[config.mk]
export PLATFORM = sky130hd
export DESIGN_NAME = sbck_front
export DESIGN_NICKNAME = d
export VERILOG_FILES = /design/src/sv/assert_macros.svh /design/src/sv/sbck_pkg.sv /design/src/sv/sbck_front.sv
export SDC_FILE = /design/constraint.sdc
export NUM_CORES = 1
export LEC_CHECK = 0
export BUFFER_PORTS_ARGS = -buffer_cell sky130_fd_sc_hd__buf_2
export CORE_AREA = 3 3 40 42
export DETAILED_ROUTE_END_ITERATION = 10
export DIE_AREA = 0 0 43 45
export SYNTH_ARGS = -nofsm -noshare
export SYNTH_HDL_FRONTEND = slang
export SYNTH_SLANG_ARGS = --single-unit
[constraint.sdc]
create_clock -name vclk -period 0.8
set_input_delay 0.16 -clock vclk [all_inputs]
set_output_delay 0.16 -clock vclk [all_outputs]
set_load 0.1 [all_outputs]
[src/sv/assert_macros.svh]
// Assertion macros shared by the blit queue and back part.
`ifndef ASSERT_MACROS_SVH
`define ASSERT_MACROS_SVH
// Implication checked on every rising clock edge outside reset.
`define ASSERT_IMPL(label, clk, rst_n, ante, cons) \
  label: assert property (@(posedge clk) disable iff (!rst_n) (ante) |-> (cons)) \
    else $error("assertion failed");
// Next-cycle implication checked outside reset.
`define ASSERT_NEXT(label, clk, rst_n, ante, cons) \
  label: assert property (@(posedge clk) disable iff (!rst_n) (ante) |=> (cons)) \
    else $error("assertion failed");
`endif

[src/sv/sbck_pkg.sv]
// Package with shared constants and types of the scaled blit.
package sbck_pkg;
  localparam int MAX_SIDE_DEF = 1024;
  localparam int ADDR_BITS_DEF = 20;
  localparam int CFG_IDX_BITS = 3;
  localparam int CFG_DATA_BITS = 12;
  localparam int OUT_ADDR_BITS = 20;
  localparam logic [CFG_IDX_BITS-1:0] REG_SRC_WIDTH = 3'd0;
  localparam logic [CFG_IDX_BITS-1:0] REG_SRC_HEIGHT = 3'd1;
  localparam logic [CFG_IDX_BITS-1:0] REG_DST_WIDTH = 3'd2;
  localparam logic [CFG_IDX_BITS-1:0] REG_DST_X = 3'd3;
  localparam logic [CFG_IDX_BITS-1:0] REG_DST_Y = 3'd4;
  localparam logic [CFG_IDX_BITS-1:0] REG_SPAN_W = 3'd5;
  localparam logic [CFG_IDX_BITS-1:0] REG_SPAN_H = 3'd6;
  localparam logic [CFG_IDX_BITS-1:0] REG_KEY = 3'd7;

  typedef struct packed {
    logic [7:0] pix;
    logic       first;
  } in_t;

  typedef struct packed {
    logic [7:0] pix;
    logic       first;
    logic       we;
  } cmd_t;

  typedef struct packed {
    logic [OUT_ADDR_BITS-1:0] dst_address;
    logic                     write_enable;
    logic [7:0]               write_data;
    logic [OUT_ADDR_BITS-1:0] next_src_address;
    logic                     last;
  } res_t;
endpackage

[src/sv/sbck_front.sv]
// Front part: accepts requests, drops idle ones and applies the color key.
module sbck_front import sbck_pkg::*; (
  input  logic [7:0] in_pix,
  input  logic       in_first,
  input  logic       in_valid,
  output logic       in_ready,
  input  logic [8:0] key,
  input  logic       busy,
  input  logic       q_full,
  output logic       q_push,
  output cmd_t       q_cmd
);
  assign in_ready = !q_full;
  assign q_push = in_valid && !q_full && (in_first || busy);
  always_comb begin
    q_cmd.pix = in_pix;
    q_cmd.first = in_first;
    q_cmd.we = !(key[8] && in_pix == key[7:0]);
  end
endmodule

==> results of run 1 <==
-- cell usage after synthesis --
| library cell | number |
|---|---|
| xor2_1 | 7 |
| buf_4 | 9 |
| nand4_1 | 1 |
| inv_1 | 1 |
| o211a_1 | 1 |
| nor3_1 | 1 |
| nor4_1 | 1 |
| xnor2_1 | 1 |
-- final cells by class --
| type | instances | area, um^2 |
|---|---|---|
| multi-input cells | 12 | 111.4 |
| repair buffers | 42 | 422.9 |
| inverters | 1 | 7.507 |
| well taps | 15 | 18.77 |
| fillers | 123 | 724.4 |
-- metal layers --
layer  vias to the layer above  global-route usage (%)  share of wire, %
met5                         -                       0                 0
met4                         0                       0                 0
met3                         0                  0.7968                14
met2                        19                   13.47                57
met1                       108                   5.476                29
li1                        130                       -                 -
-- placed cells by master (no fill, tap or decap) --
cell type,synthesis,final
nor3_1,1,1
buf_12,0,11
nand4_1,1,1
o211a_4,0,1
xnor2_1,1,1
nor4_2,0,1
clkinvlp_4,0,1
buf_4,9,9
buf_6,0,4
buf_2,0,18
xor2_1,7,7
-- power by group through the flow --
stage | Combinational [mW] | Sequential [mW] | Clock (mW)
after global routing | 0.526 | 0 | 0
final | 0.507 | 0 | 0
after floorplan | 0.288 | 0 | 0
after detailed placement | 0.492 | 0 | 0
after CTS | 0.508 | 0 | 0
after global placement | 0.488 | 0 | 0
-- cells by family (layout without fill, tap and decap cells) --
| group | after synthesis | after routing |
|---|---|---|
| buf+inv | 10 | 43 |
| simple gates | 3 | 3 |
| xor+xnor | 8 | 8 |
| compound gates | 1 | 1 |
-- timing repair --
item	CTS	global route
setup endpoints to repair	2	2
pin swaps	1	1
gates resized for setup	6	1
-- path summary, 6_finish.rpt --
path | from | cells past startpoint | end
max | key[6] | 5 | q_cmd[0]
min | in_pix[5] | 2 | q_cmd[7]
-- per-stage QoR --
stage | std cells | utilization, % | setup WS [ps] | total power, mW | hold WS (ps)
after global placement | 70 | 40.60 | -547.8 | 0.4878 | 607.5
after detailed placement | 70 | 40.60 | -548.9 | 0.4916 | 611.0
after floorplan | 22 | - | -840.3 | 0.2885 | 531.5
after CTS | 70 | 43.14 | -451.2 | 0.5080 | 611.0
final | 70 | 43.62 | -452.9 | 0.5073 | 609.2
after global routing | 70 | 43.62 | -507.0 | 0.5256 | 613.1
==> run summary, run 1 <==
Total Wirelength - 612 um
vias per inst - 3.671
outcome - finished, violations left
Site Rows - 13
CP delay by family, top - simple AND/OR/NAND/NOR gates
vias in the first global route - 239
top cells by area, synth - buf_4 40%, xor2_1 36%, o211a_1 5.9%, xnor2_1 5.2%, nand4_1 3.7%
Period minus WS final - 1253 ps
post-synthesis compound-gate area fraction - 5.926%
fraction of layout cells with a size suffix above 1 - 81.82%
initial antenna violation count - 0
Required @ worst endpoint - 640 ps
CP max stage delay - 300 ps
Arrival @ worst endpoint - 1090 ps
maximum clock rate - 798.2 MHz
WP buf/inv - 2
Gate Count Post-Synth - 22
Post-Syn Nets - 43
DIE WIDTH - 43 um
num sequential - 0
DR iter-0 viols - 0
Worst Slack Setup Final - -452.9 ps
worst-path fanout max - 1
first-pass GRT wire length - 903 um
Comb pwr share - 100.0%
Final Hold Violating Endpoints - 0
Crit Path Class - in -> out
area of placed instances - 521.8 um^2
P&R area growth vs syn - 231.9%
IO Port Bufs - 33
FF+latch area - 0 um^2
Cell Int Power - 0.2107 mW
worst-case vdd ir drop - 0.3544 mV
Synth top area share - 40.00%
failing checks - setup timing
Psw - 0.2966 mW
total gr overflow - 0
RSZ-0062 raised after global routing - yes
Hold/Removal Path Class - in -> out
Synth area leader - buf_4
final setup vio count - 2
Max-cap violations - 0
Die Area - 0.001935 mm^2
die height - 45 um
RD Place Congestion - 0.6472
remaining antenna violation count - 0
critical-path cell list - buf_2, xor2_1, nor4_2, nand4_1, buf_6
post-synthesis simple-gate area fraction - 10.37%
Max transition margin - 83.52%
crit path launch type - primary input
fin crit share - 156.6%
Slowest-stage cell, CP - nor4_2
Pre-antenna DRT Iters - 1
Final Max Tran Viols - 0
routed length per placed instance - 8.743 um
clkbuf count - 0
mean post-synth cell area - 7.678 um^2
leakage - 0.2805 nW
Syn Std Cell Area - 168.9 um^2
Post-CTS Setup Repair Bufs - 0
mux cell area share after synthesis - 0%
cts hold-fix bufs - 0
Seq/Total Area, Yosys - 0%
via count - 257
yosys synthesis warning count - 0
core area - 0.001285 mm^2
library cells used by synthesis - 8
largest family of logic cells by synthesized area - buffers and inverters
largest net degree at the start of global routing - 3
Synth Area in XOR/XNOR - 41.48%
Initial Utilization - 13.15%
Power Density - 904.9 mW/mm^2
Adder-Cell Fraction of Synth Area - 0%
final net count - 78
switch share - 58.47%
Post-route DRC - 0
sequential power share - 0%
endpoint type of the worst setup path - primary output
Slew @ Worst Pin - 245.2 ps
Antenna diodes - 0
final instance area - 560.5 um^2
Ports - 33
clock share of power - 0%
Total GRT Usage - 5.804%
post-route setup TNS - -472.0 ps
Power figures use the tool's default switching activity.
==> run 2, diff against run 1 <==
--- a/config.mk
+++ b/config.mk
@@ -9,6 +9,8 @@
 export CORE_AREA = 3 3 40 42
 export DETAILED_ROUTE_END_ITERATION = 10
 export DIE_AREA = 0 0 43 45
+export RECOVER_POWER = 50
+export SKIP_LAST_GASP = 1
 export SYNTH_ARGS = -nofsm -noshare
 export SYNTH_HDL_FRONTEND = slang
 export SYNTH_SLANG_ARGS = --single-unit
==> run summary, run 2 (synthesis gave the netlist of run 1 again) <==
outcome - finished, violations left
failing checks - setup timing
most frequent cells in the layout - 18 x buf_2, 10 x buf_4, 8 x buf_6, 7 x xor2_1, 6 x buf_12
Total Wirelength - 621 um
IO Port Bufs - 33
crit path launch type - primary input
initial antenna violation count - 0
die height - 45 um
Crit Path Class - in -> out
Power Density - 926.5 mW/mm^2
worst-case vdd ir drop - 0.3325 mV
remaining antenna violation count - 0
DR iter-0 viols - 0
core area - 0.001285 mm^2
vias per inst - 3.671
via count - 257
endpoint type of the worst setup path - primary output
P&R area growth vs syn - 203.7%
Antenna diodes - 0
Initial Utilization - 13.15%
total gr overflow - 0
Site Rows - 13
Max-cap violations - 0
Final Max Tran Viols - 0
hold_ws - 657.6 ps
first-pass GRT wire length - 903 um
maximum clock rate - 797.5 MHz
cts hold-fix bufs - 0
Arrival @ worst endpoint - 1090 ps
Max transition margin - 81.30%
RSZ-0062 raised after global routing - yes
post-route setup TNS - -473.0 ps
Worst Slack Setup Final - -453.8 ps
commonest non-fill, non-tap cell in the layout - buf_2
Die Area - 0.001935 mm^2
Post-CTS Setup Repair Bufs - 0
RD Place Congestion - 0.6472
Pre-antenna DRT Iters - 1
leakage - 0.2625 nW
clkbuf count - 0
routed length per placed instance - 8.871 um
fin crit share - 156.7%
worst-path fanout max - 1
final setup vio count - 2
vias in the first global route - 239
Slew @ Worst Pin - 282.8 ps
Hold/Removal Path Class - in -> out
FF+latch area - 0 um^2
largest net degree at the start of global routing - 3
num sequential - 0
fraction of layout cells with a size suffix above 1 - 81.82%
DIE WIDTH - 43 um
final net count - 78
Post-route DRC - 0
total chip power - 0.4753 mW
Period minus WS final - 1254 ps
Final Hold Violating Endpoints - 0
Total GRT Usage - 5.804%
Ports - 33
Required @ worst endpoint - 640 ps
run 2: changes by cell type in the layout (fill, tap and decap cells not counted):
| cell | before | now |
|---|---|---|
| buf_12 | 11 | 6 |
| buf_4 | 9 | 10 |
| buf_6 | 4 | 8 |
run 2: path summary, 6_finish.rpt:
kind                  startpoint        to  cells past startpoint
worst min-delay path   in_pix[5]  q_cmd[7]                      2
worst max-delay path      key[6]  q_cmd[0]                      5
run 2: stage by stage:
step	cells	area [um^2]	util [%]	setup WS (ps)
final	70	513.0	39.92	-453.8
after global routing	70	513.0	39.92	-507.0
after CTS	70	554.3	43.14	-451.2
after detailed placement	70	521.8	40.60	-548.9
after global placement	70	521.8	40.60	-547.8
after floorplan	22	172.7	-	-840.3
run 2: repair_timing:
action                                  CTS  global route
pin swaps                                 1             1
gates resized for setup                   6             1
endpoints found under the setup margin    2             2
run 2: power by group:
| group | internal, mW | switching [mW] |
|---|---|---|
| clock network | 0 | 0 |
| registers | 0 | 0 |
| logic | 0.184 | 0.292 |
run 2: layout make-up:
type / count / area (um^2)
tap: 15 / 18.77
multi-input combinational: 12 / 111.4
timing repair buffer: 42 / 375.4
inverter: 1 / 7.507
fill: 135 / 772.0
run 2: routing by layer:
metal	vias to the layer above	track usage, %	wire (um)
met4	0	0	0
met2	19	13.47	351
li1	130	-	-
met5	-	0	0
met3	0	0.7968	94
met1	108	5.476	175
run 2: worst max-delay path, cell delays in order:
cell,delay (ps)
buf_2,100
xor2_1,160
nor4_2,300
nand4_1,150
buf_6,220
