==> src/sv/assert_macros.svh <==
// Assertion macros shared by the blit queue and back part.
`ifndef ASSERT_MACROS_SVH
`define ASSERT_MACROS_SVH
// Implication checked on every rising clock edge outside reset.
`define ASSERT_IMPL(label, clk, rst_n, ante, cons) \
  label: assert property (@(posedge clk) disable iff (!rst_n) (ante) |-> (cons)) \
    else $error("assertion failed");
// Next-cycle implication checked outside reset.
`define ASSERT_NEXT(label, clk, rst_n, ante, cons) \
  label: assert property (@(posedge clk) disable iff (!rst_n) (ante) |=> (cons)) \
    else $error("assertion failed");
`endif

==> src/sv/sbck_pkg.sv <==
// Package with shared constants and types of the scaled blit.
package sbck_pkg;
  localparam int MAX_SIDE_DEF = 1024;
  localparam int ADDR_BITS_DEF = 20;
  localparam int CFG_IDX_BITS = 3;
  localparam int CFG_DATA_BITS = 12;
  localparam int OUT_ADDR_BITS = 20;
  localparam logic [CFG_IDX_BITS-1:0] REG_SRC_WIDTH = 3'd0;
  localparam logic [CFG_IDX_BITS-1:0] REG_SRC_HEIGHT = 3'd1;
  localparam logic [CFG_IDX_BITS-1:0] REG_DST_WIDTH = 3'd2;
  localparam logic [CFG_IDX_BITS-1:0] REG_DST_X = 3'd3;
  localparam logic [CFG_IDX_BITS-1:0] REG_DST_Y = 3'd4;
  localparam logic [CFG_IDX_BITS-1:0] REG_SPAN_W = 3'd5;
  localparam logic [CFG_IDX_BITS-1:0] REG_SPAN_H = 3'd6;
  localparam logic [CFG_IDX_BITS-1:0] REG_KEY = 3'd7;

  typedef struct packed {
    logic [7:0] pix;
    logic       first;
  } in_t;

  typedef struct packed {
    logic [7:0] pix;
    logic       first;
    logic       we;
  } cmd_t;

  typedef struct packed {
    logic [OUT_ADDR_BITS-1:0] dst_address;
    logic                     write_enable;
    logic [7:0]               write_data;
    logic [OUT_ADDR_BITS-1:0] next_src_address;
    logic                     last;
  } res_t;
endpackage

==> src/sv/sbck_queue.sv <==
// Two-entry queue between the front and back parts.
module sbck_queue import sbck_pkg::*; (
  input  logic clk,
  input  logic rst_n,
  input  logic push,
  input  cmd_t push_cmd,
  output logic full,
  output logic pending,
  input  logic pop,
  output logic empty,
  output cmd_t head
);
  `include "assert_macros.svh"
  cmd_t       mem_r [2];
  logic       wp_r, rp_r;
  logic [1:0] cnt_r;
  assign full = cnt_r == 2'd2;
  assign empty = cnt_r == 2'd0;
  assign pending = !empty;
  assign head = mem_r[rp_r];
  always_ff @(posedge clk) begin
    if (!rst_n) begin
      wp_r <= 1'b0; rp_r <= 1'b0; cnt_r <= 2'd0;
    end else begin
      if (push) wp_r <= !wp_r;
      if (pop) rp_r <= !rp_r;
      cnt_r <= cnt_r + {1'b0, push} - {1'b0, pop};
    end
  end
  always_ff @(posedge clk) begin
    if (push) mem_r[wp_r] <= push_cmd;
  end
  `ASSERT_IMPL(a_no_overflow, clk, rst_n, full, !push)
  `ASSERT_IMPL(a_no_underflow, clk, rst_n, empty, !pop)
endmodule

==> config.mk <==
export PLATFORM = sky130hd
export DESIGN_NAME = sbck_queue
export DESIGN_NICKNAME = d
export VERILOG_FILES = /design/src/sv/sbck_pkg.sv /design/src/sv/sbck_queue.sv
export VERILOG_INCLUDE_DIRS = /design/src /design/src/sv
export SDC_FILE = /design/constraint.sdc
export NUM_CORES = 1
export LEC_CHECK = 0
export BUFFER_PORTS_ARGS = -buffer_cell sky130_fd_sc_hd__buf_2
export CORE_MARGIN = 1.5
export CORE_UTILIZATION = 44
export DETAILED_ROUTE_END_ITERATION = 10
export GPL_ROUTABILITY_DRIVEN = 0
export GPL_TIMING_DRIVEN = 0
export PLACE_DENSITY = 0.72
export SETUP_SLACK_MARGIN = 0.02
export SYNTH_ARGS = -nofsm -noshare
export SYNTH_HDL_FRONTEND = slang
export SYNTH_SLANG_ARGS = --single-unit
==> constraint.sdc <==
create_clock -name clk -period 1.4 [get_ports clk]
set_clock_uncertainty 0.2 [all_clocks]
set_input_delay 0.35 -clock clk [delete_from_list [all_inputs] [get_ports clk]]
set_output_delay 0.35 -clock clk [all_outputs]
set_load 0.01 [all_outputs]
==> summary.md, run 1 <==
| Metric | Value |
|---|---|
| Layout overhead on the synthesized area | `44.9%` |
| Crit path time final | `1.81 ns` |
| CP most frequent cell | `buf_6` |
| Status | `complete, but fails checks` |
| Die Wd | `49.5 um` |
| Gr usage total | `0.141` |
| Final Hold Vio Count | `0` |
| Tightest Hold Check Type | `in -> reg` |
| Crit end category | `output pin` |
| Clk_lat worst skew | `0.30 ns` |
| Register area share after synthesis | `0.738` |
| Diode count | `0` |
| Vias in the first global route | `534` |
| Peak VDD IR | `0.802 mV` |
| Top post-synthesis cells by count | `20 x edfxtp_1, 10 x mux2_1, 5 x dfxtp_1, 4 x and2_1, 4 x nor2b_1` |
| Synth top area cells | `edfxtp_1 63%, mux2_1 12%, dfxtp_1 11%, and2_1 2.6%, ha_1 2.6%` |
| Fmax | `554 MHz` |
| Synth Cell Area | `950 sq um` |
| Initial Utilization | `0.474` |
| CP peak stage delay | `0.37 ns` |
| Critical path's slowest cell | `dfxtp_2` |
| Wirelength per Cell | `14.0 um` |
| Setup violators final | `15` |
| Final WL | `1640 um` |
| Crit path cell chain | `buf_6 > mux2_4 > buf_6` |
| Share of cells above drive strength 1 | `0.611` |
| Post-synth cell types | `12` |
| Fillers | `141` |
| Routed Antenna Nets | `0` |
| Startpoint Class | `flip-flop` |
| PwrDens | `1160 nW/um^2` |
| Worst setup margin | `-0.405 ns` |
| Nets | `107` |
| Ys async rst share | `0` |
| Core Area | `2000 sq um` |
| Post-synth top area share | `0.632` |
| Total power | `1600 uW` |
| Synth area leader | `edfxtp_1` |
| CTS root buf | `clkbuf_4` |
| Clk slew on worst S/H paths | `0.13 ns` |
| #FFs+latches synth | `25` |
| Req. time, crit path | `0.85 ns` |
| Die area | `2450 sq um` |
| Failing checks | `negative setup slack` |
| Ys Warns | `0` |
| CTS tree | `built` |
| Syn_area_per_cell | `17.9 sq um` |
| Violation count after the first detailed-routing iteration | `9` |
| WP data arrival | `1.26 ns` |
| Htree depth | `1` |
| Initial antenna violation count | `0` |
| Max_slew headroom | `0.776` |
| Port Buf Inserts | `26` |
| Max cap viols | `0` |
| Bufs and invs on worst path | `2` |
| Kind of cell adding the most delay to the critical path | `flip-flops` |
| Row count | `16` |
| RSZ-0062 raised after global routing | `yes` |
| Die H | `49.5 um` |
| Post-synth EDFFs | `20` |
| Area taken by multi-input logic gates | `314 sq um` |
| Drt drc | `0` |
| Syn_nets | `69` |
| Vias per inst | `4.75` |
| Largest net degree at the start of global routing | `15` |
| Final Max Slew Viols | `0` |
| IO Pins | `27` |
| Total grt overflow | `0` |
| Main synth FF type | `edfxtp_1` |
| CTS Buffer Depth | `2` |
| Setup CP Type | `reg -> out` |
| Fin util | `0.688` |
| Final worst path period share | `1.29` |
| Routed vias | `556` |
| Count leader, synth | `edfxtp_1` |
| Lkg Pwr | `0.000571 uW` |
| Register area | `704 sq um` |
| Clock buffer count from CTS | `3` |
| Clock Sinks | `25` |
| Peak fanout along the critical path | `5` |
| Drt pass-1 iters | `4` |
| First-pass GRT wire length | `2480 um` |
| Mapped Cells | `53` |
| Worst-margin pin slew | `0.335 ns` |
| Setup Total Neg Slack | `-4.59 ns` |
[placed cells by master, fill, tap and decap left out]
| master | Yosys | routed |
|---|---|---|
| inv_1 | 3 | 1 |
| inv_4 | 0 | 2 |
| dfxtp_1 | 5 | 2 |
| edfxtp_1 | 20 | 20 |
| dfxtp_2 | 0 | 3 |
| mux2_4 | 0 | 10 |
| nor2b_1 | 4 | 2 |
| buf_2 | 1 | 15 |
| xnor3_1 | 1 | 1 |
| and2_1 | 4 | 2 |
| xor2_1 | 1 | 1 |
| buf_4 | 0 | 1 |
| ha_4 | 0 | 2 |
| dlygate4sd3_1 | 0 | 4 |
| clkinv_2 | 0 | 1 |
| nor2b_4 | 0 | 2 |
| and2_4 | 0 | 1 |
| or2_1 | 1 | 1 |
| o21a_1 | 1 | 1 |
| and2_2 | 0 | 1 |
| clkbuf_4 | 0 | 3 |
| buf_6 | 0 | 14 |
[state kept, by name, indices dropped and copies added (netlist names), named ones only]
| name | cells |
|---|---|
| wp_r | 1 |
| cnt_r | 2 |
| rp_r | 1 |
| mem_r | 20 |
[power by group]
part	leakage, uW	total, uW	internal, uW	switching [uW]
combinational	0.000323	415	253	163
clock	0.0000177	302	107	195
sequential	0.000230	882	859	23.3
total	0.000571	1600	1220	381
[worst paths after layout]
path	startpoint	end	slack, ns	depth (start not counted)
setup reg to reg	cnt_r[0]$_SDFF_PN0_	cnt_r[1]$_SDFF_PN0_	-0.06	7
setup / recovery	flip-flop	head[0]	-0.41	3
hold reg to reg	rp_r$_SDFFE_PN0P_	flip-flop	0.39	2
hold / removal	push_cmd[8]	mem_r[1][8]$_DFFE_PP_	0.03	1
[timing repair]
item,in CTS,in global routing
setup buffers,2,0
resized for setup,35,4
hold endpoints to repair,0,7
cloned,1,0
pin swaps,1,1
hold buffers,0,4
setup endpoints to repair,35,15
[final cells by class]
cell class	count	area share
buffer	1	0.00818
clock buffer	3	0.0164
clock inverter	1	0.00364
inverter	3	0.0118
multi-input combinational	24	0.228
sequential	25	0.512
tap	27	0.0245
timing repair buffer	33	0.195
[through the flow]
stage	setup WS [ns]	hold WS, ns	cell area [sq um]	std cells
6_report	-0.405	0.0292	1380	117
5_1_grt	-0.465	0.00315	1380	117
4_1_cts	-0.406	0.0140	1320	113
3_5_place_dp	-0.160	0.342	1120	106
3_3_place_gp	-0.165	0.338	1120	106
2_1_floorplan	0.0385	0.249	955	53
[metal layers]
metal	vias to the layer above	GRT usage	part of all wire	wire [um]
met1	277	0.160	0.39	642
met5	-	0	0	0
met4	0	0.0556	0.0079	13
met2	13	0.261	0.57	925
met3	2	0.0273	0.033	54
li1	264	-	-	-
[logic make-up after synthesis]
kind of cell               count (synthesis)  share of synthesized area
buffers and inverters                      4                     0.0171
DFF                                       25                      0.738
and+or+nand+nor                            9                     0.0593
adders and majority gates                  2                     0.0263
xor gates and xnor gates                   2                     0.0329
AOI/OAI and AO/OA                          1                    0.00791
muxes                                     10                      0.119
Note: power is estimated with default switching activity, not from simulation.
==> inputs of run 2 (changes only) <==
- CORE_UTILIZATION: 44 -> 45
- PLACE_DENSITY: 0.72 -> 0.71
- clock period: 1.4 -> 1.89 ns (I/O delays scaled with it)
==> run 2 against run 1 <==
  * The run still ends with negative setup slack left
  * First-iteration DRC count is 56% lower
  * Sequential power is 26% lower
  * Core utilization is 5.2 points lower
  * Routed wire length is 14% lower
  * Clock power is 26% lower
  * Setup slack better by 0.37 ns
  * Die area is 2.1% lower
  * Count of clock-buffer cells in the layout stayed put
  * Critical path depth stayed put
  * Design area is 8.5% lower
  * Critical endpoint is now head[1]
  * Largest cell class unchanged
==> summary.md, run 2 (synthesis gave the netlist of run 1 again) <==
| Metric | Value |
|---|---|
| Status | `complete, but fails checks` |
| Peak fanout along the critical path | `5 (unchanged)` |
| CTS tree | `built` |
| Max_slew headroom | `0.399 (-0.377)` |
| Crit path time final | `1.92 ns` |
| Final Hold Vio Count | `0 (unchanged)` |
| Initial Utilization | `0.479 (+0.00479)` |
| Failing checks | `negative setup slack` |
| Flop2flop setup slack | `0.26 ns (+0.32 ns)` |
| CTS Buffer Depth | `2 (unchanged)` |
| Bufs and invs on worst path | `2 (unchanged)` |
| Crit end category | `output pin` |
| Total grt overflow | `0 (unchanged)` |
| Initial antenna violation count | `0 (unchanged)` |
| Worst-margin pin slew | `0.899 ns (+0.564 ns)` |
| Die Wd | `48.9 um (-1.0%)` |
| Kind of cell adding the most delay to the critical path | `flip-flops` |
| Gr usage total | `0.136 (-0.00499)` |
| Htree depth | `1 (unchanged)` |
| Routed Antenna Nets | `0 (unchanged)` |
| Cts hold-fix bufs | `0 (unchanged)` |
| Fmax | `520 MHz` |
| Worst R2R End | `cnt_r[1]$_SDFF_PN0_` |
| Hold Crit Endpoint | `mem_r[1][5]$_DFFE_PP_` |
| Setup CP Type | `reg -> out` |
| Clk_lat worst skew | `0.31 ns (about the same)` |
| Diode count | `0 (unchanged)` |
| RSZ-0062 raised after global routing | `yes` |
| Max cap viols | `0 (unchanged)` |
| Most frequent cells in the layout | `20 x edfxtp_1, 16 x buf_2, 12 x buf_6, 10 x mux2_4` |
| Wirelength per Cell | `12.7 um (-9.2%)` |
| Final WL | `1410 um (-14%)` |
| Cell depth of the worst flop-to-flop path | `6 (-1)` |
| Max reg flops | `20 (unchanged)` |
| Hold slack | `0.144 ns (+0.115 ns)` |
| PwrDens | `883 nW/um^2 (-24%)` |
| Layout overhead on the synthesized area | `32.7%` |
| Comb pwr share | `0.212 (-0.048)` |
| Placed inst area | `1110 sq um (-0.45%)` |
| Clock Sinks | `25 (unchanged)` |
| Nets | `101 (-5.6%)` |
| Clock buffer count from CTS | `3 (unchanged)` |
| Routed vias | `500 (-10%)` |
| Setup violators final | `10 (-5)` |
| CP peak stage delay | `0.37 ns (about the same)` |
| Row count | `16 (unchanged)` |
| Die H | `48.9 um (-1.0%)` |
| Crit path cell chain | `buf_6 > mux2_4 > buf_6` |
| WP data arrival | `1.25 ns (about the same)` |
| P_int | `856 uW (-30%)` |
| Startpoint Class | `flip-flop` |
| Fin area | `1260 sq um (-8.5%)` |
| Clk slew on worst S/H paths | `0.13 ns (about the same)` |
| Core Area | `1980 sq um (-1.0%)` |
| Violation count after the first detailed-routing iteration | `4 (-5)` |
| Critical path's slowest cell | `dfxtp_2` |
| Largest net degree at the start of global routing | `15 (unchanged)` |
| Drt pass-1 iters | `3 (-1)` |
| Die area | `2400 sq um (-2.1%)` |
| Final worst path period share | `1.02` |
| Setup Fix Bufs, Post-CTS | `0 (-2)` |
| Worst setup margin | `-0.0317 ns (+0.374 ns)` |
| Vias per inst | `4.50 (-5.2%)` |
| CP most frequent cell | `buf_6` |
| Lkg Pwr | `0.000531 uW (-7.0%)` |
| Fillers | `147 (+4.3%)` |
| Peak VDD IR | `0.654 mV (-18%)` |
| Clock power frac | `0.202 (+0.013)` |
| Dpl ws | `-0.0516 ns (+0.108 ns)` |
| First-pass GRT wire length | `2330 um (-6.1%)` |
| Depth of the worst hold-timing path | `1 (unchanged)` |
| CTS root buf | `clkbuf_4` |
| Worst hold start | `push_cmd[5]` |
| Drt drc | `0 (unchanged)` |
| Share of power burned in registers | `0.586 (+0.034)` |
| Req. time, crit path | `1.22 ns (+0.37 ns)` |
| NetSw | `256 uW (-33%)` |
| Sw Ratio | `0.231 (-0.00768)` |
| Commonest non-fill, non-tap cell in the layout | `edfxtp_1` |
| Port Buf Inserts | `26 (unchanged)` |
| R2r startpoint | `cnt_r[0]$_SDFF_PN0_` |
| Total power | `1110 uW (-30%)` |
| Share of cells above drive strength 1 | `0.512 (-0.0992)` |
| Largest registers | `mem_r x20, cnt_r x2` |
| Final Max Slew Viols | `0 (unchanged)` |
| Biggest register | `mem_r` |
| IO Pins | `27 (unchanged)` |
| Vias in the first global route | `529 (-0.94%)` |
| Tightest Hold Check Type | `in -> reg` |
| Fin util | `0.636 (-0.0518)` |
| HPWL reported at the end of detailed placement | `880 um` |
## run 2: cell count changes in the layout (fill, tap and decap cells not counted), sizes merged
cell,before,now
dlygate4sd3,4,0
buf,30,28
## run 2: how the worst max path moves through the flow
stage	cells past startpoint	start	to	slack, ns
after global placement	2	push	mem_r[0][6]$_DFFE_PP_	-0.07
after detailed placement	2	push	mem_r[0][4]$_DFFE_PP_	-0.05
after floorplan	5	pop	cnt_r[1]$_SDFF_PN0_	0.26
after CTS	3	flip-flop	head[1]	-0.05
final	3	flip-flop	head[1]	-0.03
after global routing	3	flip-flop	head[1]	-0.07
## run 2: metal layers
metal / routed length [um] / track usage / vias to the layer above
li1: - / - / 252
met1: 600 / 0.163 / 231
met2: 734 / 0.226 / 13
met3: 43 / 0.0276 / 4
met4: 31 / 0.0857 / 0
met5: 0 / 0 / -
## run 2: final cells by class
type | instances | area (sq um) | share of cell area
Inverter | 3 | 11.3 | 0.00894
Sequential cell | 25 | 702 | 0.557
Tap cell | 27 | 33.8 | 0.0268
Clock buffer | 3 | 22.5 | 0.0179
Clock inverter | 1 | 5.00 | 0.00397
Multi-Input combinational cell | 24 | 270 | 0.214
Timing Repair Buffer | 27 | 204 | 0.162
Buffer | 1 | 11.3 | 0.00894
## run 2: timing repair
| action | CTS | global route |
|---|---|---|
| hold endpoints to repair | 0 | 0 |
| gates cloned | 1 | 0 |
| setup endpoints to repair | 10 | 10 |
| gates resized for setup | 25 | 0 |
## run 2: stage by stage
stage | std cells | TNS, ns
global placement | 106 | -0.681
detailed placement | 106 | -0.513
finish | 111 | -0.247
CTS | 111 | -0.385
global route | 111 | -0.630
floorplan | 53 | 0
## run 2: power groups by stage
stage,Combinational (uW),Sequential [uW],Clock [uW]
detailed placement,177,660,0
CTS,239,653,232
global route,258,657,250
global placement,174,658,0
finish,236,652,224
floorplan,111,656,0
==> inputs of run 3 (changes only) <==
- clock period: 1.89 -> 2.5 ns (I/O delays scaled with it)
==> run 3 against run 2 <==
  * The run now ends clean
  * Final cell count decreased by 0.90%
  * Non-clock buffer count shrank 1
  * Setup slack better by 0.33 ns
  * Sequential cell count did not move
  * Largest power group unchanged
==> summary.md, run 3 (synthesis gave the netlist of run 1 again) <==
| Metric | Value |
|---|---|
| Status | `complete, no violations` |
| Req. time, crit path | `1.67 ns (+0.45 ns)` |
| Violation count after the first detailed-routing iteration | `4 (unchanged)` |
| Dpl ws | `0.406 ns (+0.457 ns)` |
| Routed Antenna Nets | `0 (unchanged)` |
| Hold slack | `0.298 ns (+0.153 ns)` |
| Placed insts | `106 (unchanged)` |
| Largest net degree at the start of global routing | `15 (unchanged)` |
| Most frequent cells in the layout | `27 x buf_2, 20 x edfxtp_1, 10 x mux2_1, 5 x dfxtp_1` |
| Clock buffer count from CTS | `3 (unchanged)` |
| Die Wd | `48.9 um (unchanged)` |
| Final Max Slew Viols | `0 (unchanged)` |
| Depth of the worst hold-timing path | `1 (unchanged)` |
| Vias per inst | `4.52 (+0.30%)` |
| Vias in the first global route | `494 (-6.6%)` |
| Nets | `100 (-0.99%)` |
| Worst-margin pin slew | `0.911 ns (+0.0116 ns)` |
| Initial antenna violation count | `0 (unchanged)` |
| Cts hold-fix bufs | `0 (unchanged)` |
| Drt drc | `0 (unchanged)` |
| Largest registers | `mem_r x20, cnt_r x2` |
| RSZ-0062 raised after global routing | `no` |
| Setup CP Type | `reg -> out` |
| Layout overhead on the synthesized area | `20.2%` |
| Tightest Hold Check Type | `in -> reg` |
| Final WL | `1340 um (-4.8%)` |
| Flop2flop setup slack | `0.86 ns (+0.60 ns)` |
| Die area | `2400 sq um (unchanged)` |
| Setup Fix Bufs, Post-CTS | `0 (unchanged)` |
| Clock Sinks | `25 (unchanged)` |
| Biggest register | `mem_r` |
| Setup violators final | `0 (-10)` |
| CTS tree | `built` |
| Port Buf Inserts | `26 (unchanged)` |
| HPWL reported at the end of detailed placement | `880 um (unchanged)` |
| CTS root buf | `clkbuf_4` |
| Routed vias | `497 (-0.60%)` |
| Area taken by multi-input logic gates | `233 sq um (-14%)` |
| First-pass GRT wire length | `2170 um (-7.1%)` |
| Register area | `701 sq um (-0.18%)` |
| Max cap viols | `0 (unchanged)` |
| Peak VDD IR | `0.428 mV (-35%)` |
| Wirelength per Cell | `12.2 um (-3.9%)` |
| Share of cells above drive strength 1 | `0.373 (-0.138)` |
| Cell depth of the worst flop-to-flop path | `6 (unchanged)` |
| Clk slew on worst S/H paths | `0.13 ns (about the same)` |
| Final Non-Filler Cells | `110 (-0.90%)` |
| Total grt overflow | `0 (unchanged)` |
| Fmax | `453 MHz` |
| Final worst path period share | `0.882` |
| Final Hold Vio Count | `0 (unchanged)` |
| Setup Total Neg Slack | `0 ns (+0.247 ns)` |
| Placed inst area | `1110 sq um (unchanged)` |
| Diode count | `0 (unchanged)` |
| Row count | `16 (unchanged)` |
| Drt pass-1 iters | `4 (+1)` |
| WP data arrival | `1.38 ns (+0.13 ns)` |
| Crit end category | `output pin` |
| CTS resizes | `0 (-100%)` |
| IO Pins | `27 (unchanged)` |
| CTS Buffer Depth | `2 (unchanged)` |
| Initial Utilization | `0.479 (unchanged)` |
| Fillers | `161 (+9.5%)` |
| Max reg flops | `20 (unchanged)` |
| Startpoint Class | `flip-flop` |
| Clk_lat worst skew | `0.31 ns (about the same)` |
| Core Area | `1980 sq um (unchanged)` |
| Crit path time final | `2.21 ns` |
| Lkg Pwr | `0.000467 uW (-12%)` |
| Fin area | `1140 sq um (-9.4%)` |
| Gr usage total | `0.128 (-0.00869)` |
| Htree depth | `1 (unchanged)` |
| Die H | `48.9 um (unchanged)` |
| Max_slew headroom | `0.392 (-0.00775)` |
| PwrDens | `696 nW/um^2 (-21%)` |
| Worst setup margin | `0.294 ns (+0.326 ns)` |
| Commonest non-fill, non-tap cell in the layout | `buf_2` |
| Peak fanout along the critical path | `10 (+5)` |
[run 3: changes by cell type in the layout (fill, tap and decap cells not counted)]
| cell | previous run | this run |
|---|---|---|
| buf_2 | 16 | 27 |
| mux2_4 | 10 | 0 |
| dfxtp_2 | 1 | 0 |
| mux2_1 | 0 | 10 |
| buf_6 | 12 | 0 |
| dfxtp_1 | 4 | 5 |
[run 3: worst paths after layout]
kind                            start                     to
setup / recovery            flip-flop                head[0]
hold / removal            push_cmd[3]  mem_r[1][3]$_DFFE_PP_
setup reg to reg  cnt_r[0]$_SDFF_PN0_    cnt_r[1]$_SDFF_PN0_
hold reg to reg     rp_r$_SDFFE_PN0P_              flip-flop
[run 3: per-stage QoR]
stage                     utilization  total power (uW)
after floorplan                     -               581
after global routing            0.576               832
after CTS                       0.576               802
after detailed placement        0.562               633
final                           0.576               794
after global placement          0.562               629
[run 3: final cells by class]
class | instances | area share
flip-flops and latches | 25 | 0.614
multi-input cells | 24 | 0.204
repair buffers | 26 | 0.114
well taps | 27 | 0.0296
clock buffers | 3 | 0.0197
inverters | 3 | 0.00987
clock inverters | 1 | 0.00439
plain buffers | 1 | 0.00439
[run 3: worst max-delay path: stages (launching register included)]
cell and delay (ns):
dfxtp_1 0.33, buf_2 0.25, mux2_1 0.35, buf_2 0.14
[run 3: where the power goes]
group	switching (uW)	total, uW	internal [uW]
registers	11.2	490	479
logic	64.1	134	69.5
clock network	110	170	59.7
total	185	794	608
[run 3: routing by layer]
metal | global-route usage | routed length, um
met3 | 0.0276 | 42
met5 | 0 | 0
met1 | 0.142 | 536
met2 | 0.219 | 732
met4 | 0.0857 | 31
