## config.mk

```make
export PLATFORM = sky130hd
export DESIGN_NAME = sbck_back
export DESIGN_NICKNAME = d
export VERILOG_FILES = /design/src/sv/sbck_pkg.sv /design/src/sv/sbck_back.sv
export VERILOG_INCLUDE_DIRS = /design/src /design/src/sv
export SDC_FILE = /design/constraint.sdc
export NUM_CORES = 1
export LEC_CHECK = 0
export ABC_CLOCK_PERIOD_IN_PS = 30400
export BUFFER_PORTS_ARGS = -buffer_cell sky130_fd_sc_hd__buf_2
export CAP_MARGIN = 20
export CORE_MARGIN = 8
export CORE_UTILIZATION = 50
export DETAILED_ROUTE_END_ITERATION = 12
export GPL_TIMING_DRIVEN = 0
export PLACE_DENSITY = 0.66
export SETUP_SLACK_MARGIN = 0.15
export SYNTH_ARGS = -nofsm -noshare
export SYNTH_HDL_FRONTEND = slang
export SYNTH_SLANG_ARGS = --single-unit
```

## constraint.sdc

```tcl
create_clock -name clk -period 30.4 [get_ports clk]
set_input_delay 6.08 -clock clk [delete_from_list [all_inputs] [get_ports clk]]
set_output_delay 6.08 -clock clk [all_outputs]
set_load 0.01 [all_outputs]
```

## src/sv/assert_macros.svh

```systemverilog
// Assertion macros shared by the blit queue and back part.
`ifndef ASSERT_MACROS_SVH
`define ASSERT_MACROS_SVH
// Implication checked on every rising clock edge outside reset.
`define ASSERT_IMPL(label, clk, rst_n, ante, cons) \
  label: assert property (@(posedge clk) disable iff (!rst_n) (ante) |-> (cons)) \
    else $error("assertion failed");
// Next-cycle implication checked outside reset.
`define ASSERT_NEXT(label, clk, rst_n, ante, cons) \
  label: assert property (@(posedge clk) disable iff (!rst_n) (ante) |=> (cons)) \
    else $error("assertion failed");
`endif

```

## src/sv/sbck_pkg.sv

```systemverilog
// Package with shared constants and types of the scaled blit.
package sbck_pkg;
  localparam int MAX_SIDE_DEF = 1024;
  localparam int ADDR_BITS_DEF = 20;
  localparam int CFG_IDX_BITS = 3;
  localparam int CFG_DATA_BITS = 12;
  localparam int OUT_ADDR_BITS = 20;
  localparam logic [CFG_IDX_BITS-1:0] REG_SRC_WIDTH = 3'd0;
  localparam logic [CFG_IDX_BITS-1:0] REG_SRC_HEIGHT = 3'd1;
  localparam logic [CFG_IDX_BITS-1:0] REG_DST_WIDTH = 3'd2;
  localparam logic [CFG_IDX_BITS-1:0] REG_DST_X = 3'd3;
  localparam logic [CFG_IDX_BITS-1:0] REG_DST_Y = 3'd4;
  localparam logic [CFG_IDX_BITS-1:0] REG_SPAN_W = 3'd5;
  localparam logic [CFG_IDX_BITS-1:0] REG_SPAN_H = 3'd6;
  localparam logic [CFG_IDX_BITS-1:0] REG_KEY = 3'd7;

  typedef struct packed {
    logic [7:0] pix;
    logic       first;
  } in_t;

  typedef struct packed {
    logic [7:0] pix;
    logic       first;
    logic       we;
  } cmd_t;

  typedef struct packed {
    logic [OUT_ADDR_BITS-1:0] dst_address;
    logic                     write_enable;
    logic [7:0]               write_data;
    logic [OUT_ADDR_BITS-1:0] next_src_address;
    logic                     last;
  } res_t;
endpackage

```

## src/sv/sbck_back.sv

```systemverilog
// Back part: Bresenham address stepping with iterative source skips.
module sbck_back import sbck_pkg::*; #(
  parameter int MAX_SIDE = MAX_SIDE_DEF,
  parameter int ADDR_BITS = ADDR_BITS_DEF
) (
  input  logic        clk,
  input  logic        rst_n,
  input  logic [10:0] src_width,
  input  logic [10:0] src_height,
  input  logic [10:0] dst_width,
  input  logic [9:0]  dst_x,
  input  logic [9:0]  dst_y,
  input  logic [11:0] span_w,
  input  logic [11:0] span_h,
  input  logic        q_empty,
  input  cmd_t        q_head,
  output logic        q_pop,
  output logic        busy,
  output logic        out_valid,
  input  logic        out_ready,
  output res_t        out_res
);
  `include "assert_macros.svh"
  localparam int EB = 14;
  localparam int AW = ADDR_BITS;
  typedef enum logic [2:0] {S_IDLE, S_HSKIP, S_VSKIP, S_DONE} st_t;
  st_t st_r;
  logic [AW-1:0] row_base_r, offset_r, drow_r, cur_r, addr_r;
  logic signed [EB-1:0] herr_r, verr_r;
  logic [11:0] cols_r, rows_r;
  logic [7:0] pix_r;
  logic we_r, last_r;
  logic ov_r;
  logic ov_set;
  res_t res_r;

  function automatic logic [11:0] magf(input logic [11:0] s);
    logic [11:0] m;
    m = s[11] ? (~s + 12'd1) : s;
    if (s == 12'h800) m = 12'd2048;
    if (int'(m) > MAX_SIDE) m = 12'(MAX_SIDE);
    return m;
  endfunction

  logic [11:0] dx, dy, dxs, dys;
  logic signed [EB-1:0] du2, dv2, dx2, dy2;
  logic [AW-1:0] row0, col0, start;
  always_comb begin
    dx = magf(span_w);
    dy = magf(span_h);
    dxs = (dx == 12'd0) ? 12'd1 : dx;
    dys = (dy == 12'd0) ? 12'd1 : dy;
    du2 = EB'({src_width, 1'b0});
    dv2 = EB'({src_height, 1'b0});
    dx2 = EB'({dxs, 1'b0});
    dy2 = EB'({dys, 1'b0});
    row0 = (!span_h[11]) ? AW'(dst_y) : AW'({2'b0, dst_y} + dy - 12'd1);
    col0 = (!span_w[11]) ? AW'(dst_x) : AW'({2'b0, dst_x} + dx - 12'd1);
    start = AW'(row0 * AW'(dst_width) + col0);
  end

  assign busy = rows_r != 12'd0;
  assign q_pop = (st_r == S_IDLE) && !q_empty && (!ov_r || out_ready);
  assign ov_set = (st_r == S_DONE) || (q_pop && q_head.first && (dx == 12'd0 || dy == 12'd0));
  assign out_valid = ov_r;
  assign out_res = res_r;

  always_ff @(posedge clk) begin
    if (!rst_n) begin
      st_r <= S_IDLE; ov_r <= 1'b0; rows_r <= '0; cols_r <= '0;
      row_base_r <= '0; offset_r <= '0; herr_r <= '0; verr_r <= '0;
      drow_r <= '0; cur_r <= '0;
    end else begin
      if (ov_set) ov_r <= 1'b1;
      else if (ov_r && out_ready) ov_r <= 1'b0;
      case (st_r)
        S_IDLE: begin
          if (q_pop) begin
            pix_r <= q_head.pix;
            if (q_head.first && (dx == 12'd0 || dy == 12'd0)) begin
              rows_r <= '0; cols_r <= '0;
              res_r <= '{dst_address: '0, write_enable: 1'b0, write_data: '0,
                         next_src_address: '0, last: 1'b1};
            end else if (q_head.first) begin
              row_base_r <= '0; offset_r <= '0;
              herr_r <= du2 - EB'(dx); verr_r <= dv2 - EB'(dy);
              drow_r <= start; cur_r <= start; addr_r <= start;
              cols_r <= dx; rows_r <= dy;
              we_r <= q_head.we;
              st_r <= S_HSKIP;
            end else if (rows_r != 12'd0) begin
              addr_r <= cur_r;
              we_r <= q_head.we;
              st_r <= S_HSKIP;
            end
          end
        end
        S_HSKIP: begin
          if (!herr_r[EB-1]) begin
            offset_r <= offset_r + AW'(1);
            herr_r <= herr_r - dx2;
          end else begin
            herr_r <= herr_r + du2;
            cur_r <= span_w[11] ? cur_r - AW'(1) : cur_r + AW'(1);
            if (cols_r <= 12'd1) begin
              cols_r <= '0;
              st_r <= S_VSKIP;
            end else begin
              cols_r <= cols_r - 12'd1;
              last_r <= 1'b0;
              st_r <= S_DONE;
            end
          end
        end
        S_VSKIP: begin
          if (!verr_r[EB-1]) begin
            row_base_r <= row_base_r + AW'(src_width);
            verr_r <= verr_r - dy2;
          end else begin
            verr_r <= verr_r + dv2;
            drow_r <= span_h[11] ? drow_r - AW'(dst_width) : drow_r + AW'(dst_width);
            if (rows_r <= 12'd1) begin
              rows_r <= '0;
              last_r <= 1'b1;
            end else begin
              rows_r <= rows_r - 12'd1;
              cols_r <= dxs;
              offset_r <= '0;
              herr_r <= du2 - EB'(dxs);
              cur_r <= span_h[11] ? drow_r - AW'(dst_width) : drow_r + AW'(dst_width);
              last_r <= 1'b0;
            end
            st_r <= S_DONE;
          end
        end
        S_DONE: begin
          res_r.dst_address <= OUT_ADDR_BITS'(addr_r);
          res_r.write_enable <= we_r;
          res_r.write_data <= pix_r;
          res_r.next_src_address <= last_r ? '0 : OUT_ADDR_BITS'(row_base_r + offset_r);
          res_r.last <= last_r;
          if (last_r) begin
            row_base_r <= '0; offset_r <= '0;
          end
          st_r <= S_IDLE;
        end
        default: st_r <= S_IDLE;
      endcase
    end
  end

  `ASSERT_IMPL(a_one_at_a_time, clk, rst_n, st_r != S_IDLE, !q_pop)
  `ASSERT_NEXT(a_done_shows, clk, rst_n, st_r == S_DONE, ov_r)
endmodule

```

==> impl_summary.md, run 1 <==
Timing
The final-report hold violation count was 0. Setup repair after global routing left no endpoint under its margin. The number of setup violations in the final report is 0.

The minimum setup slack in the final design is 14.34 ns. The final number of max-transition violations was 0. Adding up every negative setup slack in the final design gives 0 ns. The transition at the pin with the smallest max-transition slack is 1.16 ns.

Of the available clock period, the critical path in the final layout requires 52.8%. For the finished layout, the period the worst path requires is 16.06 ns. Between clock sinks in the finished design, the worst skew comes to 0.0231 ns. The fmax is 62.3 MHz. Headroom to the max-slew limit came out at 21.9%.

Synth
The parity-gate share of the synthesized area counting xor and xnor cells is 7.21%. After Yosys synthesis, and, or, nand and nor cells account for 19.2% of the synthesized area. By area, the combinational part of the netlist is dominated by adder cells. The synthesized netlist devotes 18.7% of its cell area to compound gates.

The number of different library cells in the post-synthesis netlist is 100. The number of warnings printed during yosys synthesis is 0. The share of synthesized area spent on multiplexers is 1.96%. Synthesis inferred 213 register bits. The synthesized netlist occupies a cell area of 23,100 sq um.

The dominant register cell in the synthesized netlist is sky130_fd_sc_hd__dfxtp_1. Summing the areas of all fa, ha and maj instances in the mapped netlist gives 23.5% of the synthesized area. The cell count after synthesis came out at 2,845. A synthesized cell averages 8.12 sq um. Sequential elements use 21.9% of the synthesized area.

The async set-reset flop share out of synthesis is 0%. The synthesized design contains 80 enable-type register cells.

CTS
The register clock-pin slew on the reported worst setup and hold paths is 0.07 ns. Buffers added to address setup during post-CTS repair amount to 0. The maximum clock path buffer count is 3.

The TritonCTS clock tree is built. The clock insertion delay at the later pin of the skew report is 0.55 ns. The number of sinks driven by the clock tree is 213. The root buffer selected by CTS is sky130_fd_sc_hd__clkbuf_16. The number of gates resized after CTS was 0. The depth of the CTS H-tree is 1.

The count of hold-fix buffers inserted at cts is 0. The clock buffer count from CTS is 23.

Drt
The final layout contains routed wiring with a total length of 72,200 um. The initial DRC count is 1,503. Before antenna repair, the detailed router went through 6 iterations. After detailed routing, the number of vias per cell comes to 5.81. The remaining antenna violation count after routing is 0. The routed layout has 21,055 vias. For this run, design rule violations remaining after detail routing come to 0. The detail-routed net length per standard cell is 19.9 um.

Global routing
The total overflow reported by the global router is 0. The first global-routing pass estimated 112,000 um of wire. The number of antenna violations at the first check in global routing is 0. Entering global routing, the biggest net connects 28 pins.

The via count of the first global-routing pass is 20,763. Global routing used 26.1% of the available tracks across all layers.

Placed design
The placement-stage cell area is 24,600 sq um. The placer's final routability congestion estimate is 0.974. At the placement stage, the worst setup path has a slack of 13.87 ns. Port buffering added 134 buffers. The HPWL after detailed placement is 58,300 um.

Worst setup path
In this run the register-to-register setup slack is 26.00 ns. The critical path startpoint category is a primary input. The biggest cell delay along the critical path is 0.83 ns.

In this run the worst path has a maximum fanout of 8. In this run the critical register-to-register path is captured at verr_r[13]. STA puts the critical path data required time at 30.85 ns. The critical register-to-register path startpoint is verr_r[13]. The kind of capture point of the worst setup path is a flip-flop. The class of the most critical setup path is primary input to flip-flop. The cell that appears most often on the critical path is sky130_fd_sc_hd__inv_1. For the worst setup path, the data arrival time is 16.51 ns. The worst register-to-register path has a depth of 16. The critical-path cell with the highest stage delay is sky130_fd_sc_hd__o41ai_1.

Floorplan
The starting density of the core is 50.8%. The die covers 53,300 sq um. In this run the count of I/O pins placed on the die edge is 144.

After floorplanning, the core was divided into 78 placement rows. The area of the placeable core is 45,500 sq um. The chip height is 231 um.

The floorplan die width is 231 um.

Hold path
The worst hold path was traced through 2 stages. The class of the tightest hold or removal check is flip-flop to flip-flop. For hold timing, the worst endpoint is rows_r[10].

The startpoint of the tightest hold check path is rows_r[10].

Status
The flow ran to the end, and the final reports show no timing, DRC or antenna violations.

Pwr
The completed layout was analyzed and its total power is 3.03 mW. The worst-case IR drop observed on VDD is 178 uV. Summed over all cells, the static leakage comes to 11.1 nW. The total power per unit cell area is 120 nW/um^2.

Flow run
Max-cap violations in this run came to 0.

Finish
The summed area of non-filler cells in the final layout is 25,400 sq um. Cells fill 55.8% of the core in the end. The count of nets after finishing is 3,453. The signed area change from the synthesized netlist to the final layout is 9.77%. The post-route netlist has 8.79% of its cells at a drive strength greater than 1.
[worst max path at each step]
stage / from / end / slack, ns / cells past startpoint
2_1_floorplan: span_h[3] / cur_r[19] / 15.59 / 36
3_3_place_gp: span_h[0] / cur_r[19] / 14.01 / 38
3_5_place_dp: span_h[0] / cur_r[19] / 13.87 / 38
4_1_cts: span_h[0] / cur_r[19] / 14.43 / 38
5_1_grt: span_h[0] / cur_r[19] / 13.84 / 38
6_report: span_h[0] / cur_r[19] / 14.34 / 38
[layer usage]
layer	track usage [%]	wire length (um)
met1	33.1	30600
met2	44.9	34300
met3	2.67	4160
met4	11.2	3090
met5	0	0
[power by group]
| part | switching (mW) | internal, mW |
|---|---|---|
| clock network | 0.124 | 0.166 |
| logic | 1.43 | 0.888 |
| registers | 0.0358 | 0.387 |
[cells by family after synthesis]
family / after synthesis
buf+inv: 447
mux: 41
other cells: 1
flops: 213
fa+ha+maj: 353
xor+xnor: 187
compound gates: 671
simple gates: 932
[cell usage after synthesis, drive strengths merged, types with 26 or more instances]
master  number  share of area [%]
o21a        28               0.91
nor3        64                1.4
a21o        40                1.3
buf         26               0.59
edfxtp      80                 10
fa         135                 12
o21ai      174                3.8
nand3       50                1.1
a211oi      38                1.2
and3        26               0.71
or3         33               0.89
xnor2      125                4.7
inv        324                5.3
xor2        60                2.3
clkbuf      95                1.5
a21oi      179                3.9
nand2      310                5.1
ha         218                 12
dfxtp      133                 12
and2        77                2.1
nor2       249                4.1
nor2b       38                1.0
[sequential cells by signal, summed over array words and instances, names as in the netlist, 2 cells and up]
name,cells
st_r,2
offset_r,20
row_base_r,20
pix_r,8
out_res,50
verr_r,13
rows_r,12
addr_r,20
cols_r,12
cur_r,20
drow_r,20
herr_r,13
[cells in the final DEF (no fill, tap or decap), drive strengths merged, types with 9 or more instances in the layout]
cell type and count:
inv 326, nand2 310, nor2 249, ha 218, a21oi 179, o21ai 174, buf 162, fa 135
dfxtp 133, clkbuf 128, xnor2 125, edfxtp 80, and2 77, nor3 64, xor2 60, nand3 50
a21o 40, a211oi 38, nor2b 38, or3 33, o21a 28, and3 26, mux2 24, o211ai 24
a31oi 22, nand2b 18, o21bai 17, a21boi 17, mux2i 17, nor4 14, o22ai 12, o31ai 12
or2 11, a221oi 10, o311ai 10, o31a 9
[layout make-up]
| class | count | area, sq um |
|---|---|---|
| Fill cell | 4299 | 20100 |
| Multi-Input combinational cell | 2187 | 16300 |
| Sequential cell | 213 | 5060 |
| Inverter | 326 | 1220 |
| Tap cell | 600 | 751 |
| Timing Repair Buffer | 137 | 713 |
| Clock buffer | 32 | 681 |
| Buffer | 121 | 494 |
| Clock inverter | 10 | 92.6 |
| Antenna cell | 1 | 2.50 |
[critical path: cells and delay by family]
family,cells,cell delay [ns]
AOI/OAI and AO/OA,12,3.42
adders and majority gates,9,3.69
xor gates and xnor gates,2,0.83
buffers and inverters,8,0.91
and+or+nand+nor,7,1.57
[through the flow]
| stage | instances | hold slack, ns |
|---|---|---|
| 4_1_cts | 3625 | 0.465 |
| 5_1_grt | 3626 | 0.501 |
| 3_3_place_gp | 3581 | 0.451 |
| 6_report | 3627 | 0.464 |
| 3_5_place_dp | 3583 | 0.458 |
| 2_1_floorplan | 2847 | 0.433 |
Power figures use the tool's default switching activity.
==> inputs of run 2 (changes only) <==
- ABC_AREA: unset -> 1
- ABC_CLOCK_PERIOD_IN_PS: 30400 -> 15500
- clock period: 30.4 -> 15.5 ns (I/O delays scaled with it)
==> impl_summary.md, run 2 <==
Status
Outcome: finished, final reports clean (unchanged).

Hold path
The cell count of the worst hold path was 2 (unchanged). The startpoint of the tightest hold check path is drow_r[17] (was rows_r[10]). The destination of the worst hold path is drow_r[17] (was rows_r[10]).

The class of the tightest hold or removal check is flip-flop to flip-flop (unchanged).

Synth
The number of enable-type register cells in the synthesized netlist is 80 (unchanged). The dominant register cell in the synthesized netlist is sky130_fd_sc_hd__dfxtp_1 (unchanged). The number of different library cells in the post-synthesis netlist is 67 (was 100). Most numerous cell types in the synthesized netlist: 774 x sky130_fd_sc_hd__nand2_1, 561 x sky130_fd_sc_hd__inv_1, 364 x sky130_fd_sc_hd__nor2_1 (was 322 x sky130_fd_sc_hd__inv_1, 307 x sky130_fd_sc_hd__nand2_1, 247 x sky130_fd_sc_hd__nor2_1).

The mapped cell area is 24,100 sq um (was 23,100 sq um). The number of warnings printed during yosys synthesis is 0 (unchanged). The per-instance average area after synthesis is 6.85 sq um (was 8.12 sq um). The instance count of the mapped netlist is 3,524 (was 2,845).

Top cells by area, synth: sky130_fd_sc_hd__nand2_1 12%, sky130_fd_sc_hd__ha_1 11%, sky130_fd_sc_hd__fa_1 11% (was sky130_fd_sc_hd__ha_1 12%, sky130_fd_sc_hd__fa_1 12%, sky130_fd_sc_hd__dfxtp_1 12%). The largest area contributor in the synthesized netlist is sky130_fd_sc_hd__nand2_1 (was sky130_fd_sc_hd__ha_1). The area fraction of the dominant cell type after synthesis came to 12.0% (was 11.8%). The async set-reset flop share out of synthesis was 0% (unchanged). The flop and latch count out of synthesis is 213 (unchanged). The most frequent cell after synthesis is sky130_fd_sc_hd__nand2_1 (was sky130_fd_sc_hd__inv_1). The portion of the post-synthesis area used by sequential elements is 21.0% (was 21.9%).

Placed design
The final HPWL from detailed placement is 63,300 um (was 58,300 um). The count of input and output buffers is 141 (was 134). The placer's final routability congestion estimate is 0.967 (was 0.974).

Drt
The routed via count divided by cell count is 5.42 (was 5.81). The via count of the routed design is 23,510 (was 21,055). The detail-routed net length per standard cell was 18.1 um (was 19.9 um). The iteration count of the initial detailed-routing pass is 6 (unchanged).

The total routed wirelength is 78,400 um (was 72,200 um). The DRC violation count after routing was 0 (unchanged). The remaining antenna violation count after routing came to 0 (unchanged). The initial DRC count is 1,955 (was 1,503).

CTS
The depth of the CTS H-tree is 1 (unchanged). The root buffer selected by CTS was sky130_fd_sc_hd__clkbuf_16 (unchanged). The clock buffer count from CTS is 25 (was 23). The clock insertion delay at the later pin of the skew report is 0.57 ns (was 0.55 ns). The TritonCTS clock tree is built (unchanged). The register clock-pin slew on the reported worst setup and hold paths is 0.06 ns (was 0.07 ns).

The post-CTS setup buffer count is 0 (unchanged). The maximum clock path buffer count came to 3 (unchanged). The number of gates resized after cts is 0 (unchanged). The number of sinks driven by the clock tree is 213 (unchanged). The count of hold-fix buffers inserted at cts is 0 (unchanged).

Floorplan
The chip height is 236 um (was 231 um). The floorplan die width is 236 um (was 231 um). The count of pins on the block boundary was 144 (unchanged). The area of the die was 55,500 sq um (was 53,300 sq um). The number of cell rows is 80 (was 78). The starting density of the core came to 50.6% (was 50.8%). The area of the placeable core came to 47,600 sq um (was 45,500 sq um).

Global routing
The total overflow reported by the global router is 0 (unchanged). The maximum number of pins on one net before global-route repair is 23 (was 28). The number of antenna violations at the first check in global routing is 0 (unchanged). The via count of the first global-routing pass is 22,352 (was 20,763). The total routing resource utilization after global routing is 27.4% (was 26.1%). The global-route wire length before repair is 123,000 um (was 112,000 um).

Worst setup path
The critical register-to-register path startpoint is herr_r[13] (was verr_r[13]). The worst path required time was 15.81 ns (was 30.85 ns). The biggest cell delay along the critical path was 0.75 ns (was 0.83 ns). The largest fanout on the critical path is 22 (was 8).

The critical path startpoint category is a primary input (unchanged). The capture instance of the worst register-to-register path is herr_r[13] (was verr_r[13]). The critical-path cell with the highest stage delay is sky130_fd_sc_hd__nor3_1 (was sky130_fd_sc_hd__o41ai_1).

The arrival time at the worst endpoint is 13.02 ns (was 16.51 ns). The register-to-register setup slack is 11.31 ns (was 26.00 ns). The kind of capture point of the worst setup path is a flip-flop (unchanged). The number of cells traversed by the worst register-to-register path was 24 (was 16).

The critical path's most frequent cell was sky130_fd_sc_hd__nand2_1 (was sky130_fd_sc_hd__inv_1). The class of the most critical setup path is primary input to flip-flop (unchanged).

Timing
The number of setup violations in the final report is 0 (unchanged). The final number of max-transition violations was 0 (unchanged). Setup repair after global routing missed its margin: false (unchanged). The transition at the pin with the smallest max-transition slack came to 1.03 ns (was 1.16 ns).

Derived from the worst setup path, the maximum achievable clock frequency is 78.7 MHz. The total negative slack is 0 ns (unchanged). The worst setup skew after layout is 0.0260 ns (was 0.0231 ns). The post-route fraction of the period consumed by the critical path is 82.0%. The final-report hold violation count was 0 (unchanged).

The headroom to the max-slew limit is 31.2% (was 21.9%). The smallest clock period supported by the final layout is computed as 12.71 ns.

Finish
Commonest cells after routing, fill and taps aside: 774 x sky130_fd_sc_hd__nand2_1, 561 x sky130_fd_sc_hd__inv_1, 363 x sky130_fd_sc_hd__nor2_1 (was 322 x sky130_fd_sc_hd__inv_1, 307 x sky130_fd_sc_hd__nand2_1, 246 x sky130_fd_sc_hd__nor2_1). The count of nets after finishing is 4,145 (was 3,453). The flip-flop count of the largest register, all copies and words added is 50 (unchanged). The most common library cell in the layout ignoring fill and taps is sky130_fd_sc_hd__nand2_1 (was sky130_fd_sc_hd__inv_1). The signed area change from the synthesized netlist to the final layout was 10.1% (was 9.77%). The antenna cell count is 0 (was 1). The ratio of cells with drive above 1 in the final layout is 7.37% (was 8.79%).

Flow run
The number of max-cap violations is 0 (unchanged).
==> run 2: cell types whose count changed after synthesis, sizes merged, moves of 28 or more <==
cell	previous run	this run
and2	77	6
a21o	40	12
xnor2	125	40
or3	33	2
o21ai	174	262
nand2	310	786
nor2	249	370
a21oi	179	331
inv	324	574
nor2b	38	0
nand3	50	139
==> run 2: how the worst max path moves through the flow <==
stage | from | slack [ns] | to
floorplan | span_h[0] | 4.74 | addr_r[19]
global placement | span_w[11] | 2.32 | addr_r[19]
detailed placement | span_w[11] | 2.37 | addr_r[19]
CTS | span_w[11] | 2.94 | addr_r[19]
global route | span_h[0] | 2.25 | addr_r[19]
finish | span_w[11] | 2.79 | addr_r[19]
==> run 2: critical path, delay by kind of cell <==
| family | cells | cell delay, ns |
|---|---|---|
| buffers and inverters | 12 | 1.93 |
| adders and majority gates | 7 | 3.04 |
| and+or+nand+nor | 21 | 3.40 |
| AOI/OAI and AO/OA | 7 | 1.49 |
==> run 2: final cells by class <==
cell class / count / area (sq um)
Multi-Input combinational cell: 2629 / 16400
Tap cell: 615 / 769
Buffer: 101 / 442
Sequential cell: 213 / 5060
Inverter: 583 / 2200
Fill cell: 4854 / 21100
Clock inverter: 16 / 183
Clock buffer: 30 / 644
Timing Repair Buffer: 148 / 813
==> run 2: layer usage <==
metal / vias to the layer above / GRT usage [%] / share of wire (%)
li1: 11763 / - / -
met1: 10768 / 35.6 / 44
met2: 821 / 45.8 / 45
met3: 158 / 3.62 / 6.8
met4: 0 / 11.2 / 4.2
met5: - / 0 / 0
==> run 2: stage by stage <==
step | utilization, % | area, sq um | cells | hold WS [ns] | worst slack (ns)
after global routing | 55.8 | 26600 | 4335 | 0.499 | 2.25
final | 55.8 | 26600 | 4335 | 0.472 | 2.79
after detailed placement | 54.0 | 25700 | 4289 | 0.465 | 2.37
after floorplan | - | 24100 | 3526 | 0.433 | 4.74
after global placement | 53.7 | 25600 | 4282 | 0.461 | 2.32
after CTS | 55.8 | 26600 | 4335 | 0.475 | 2.94
==> run 2: logic make-up after synthesis <==
logic type	share of synthesized area, %
xor gates and xnor gates	4.57
DFF	21.0
AOI/OAI and AO/OA	16.3
other	0.0155
and+or+nand+nor	24.7
adders and majority gates	22.5
buffers and inverters	11.0
Power of run 2 is left out: the tool's default activity adds up to more than one toggle a clock period on the data nets, which glitch-free logic cannot reach.
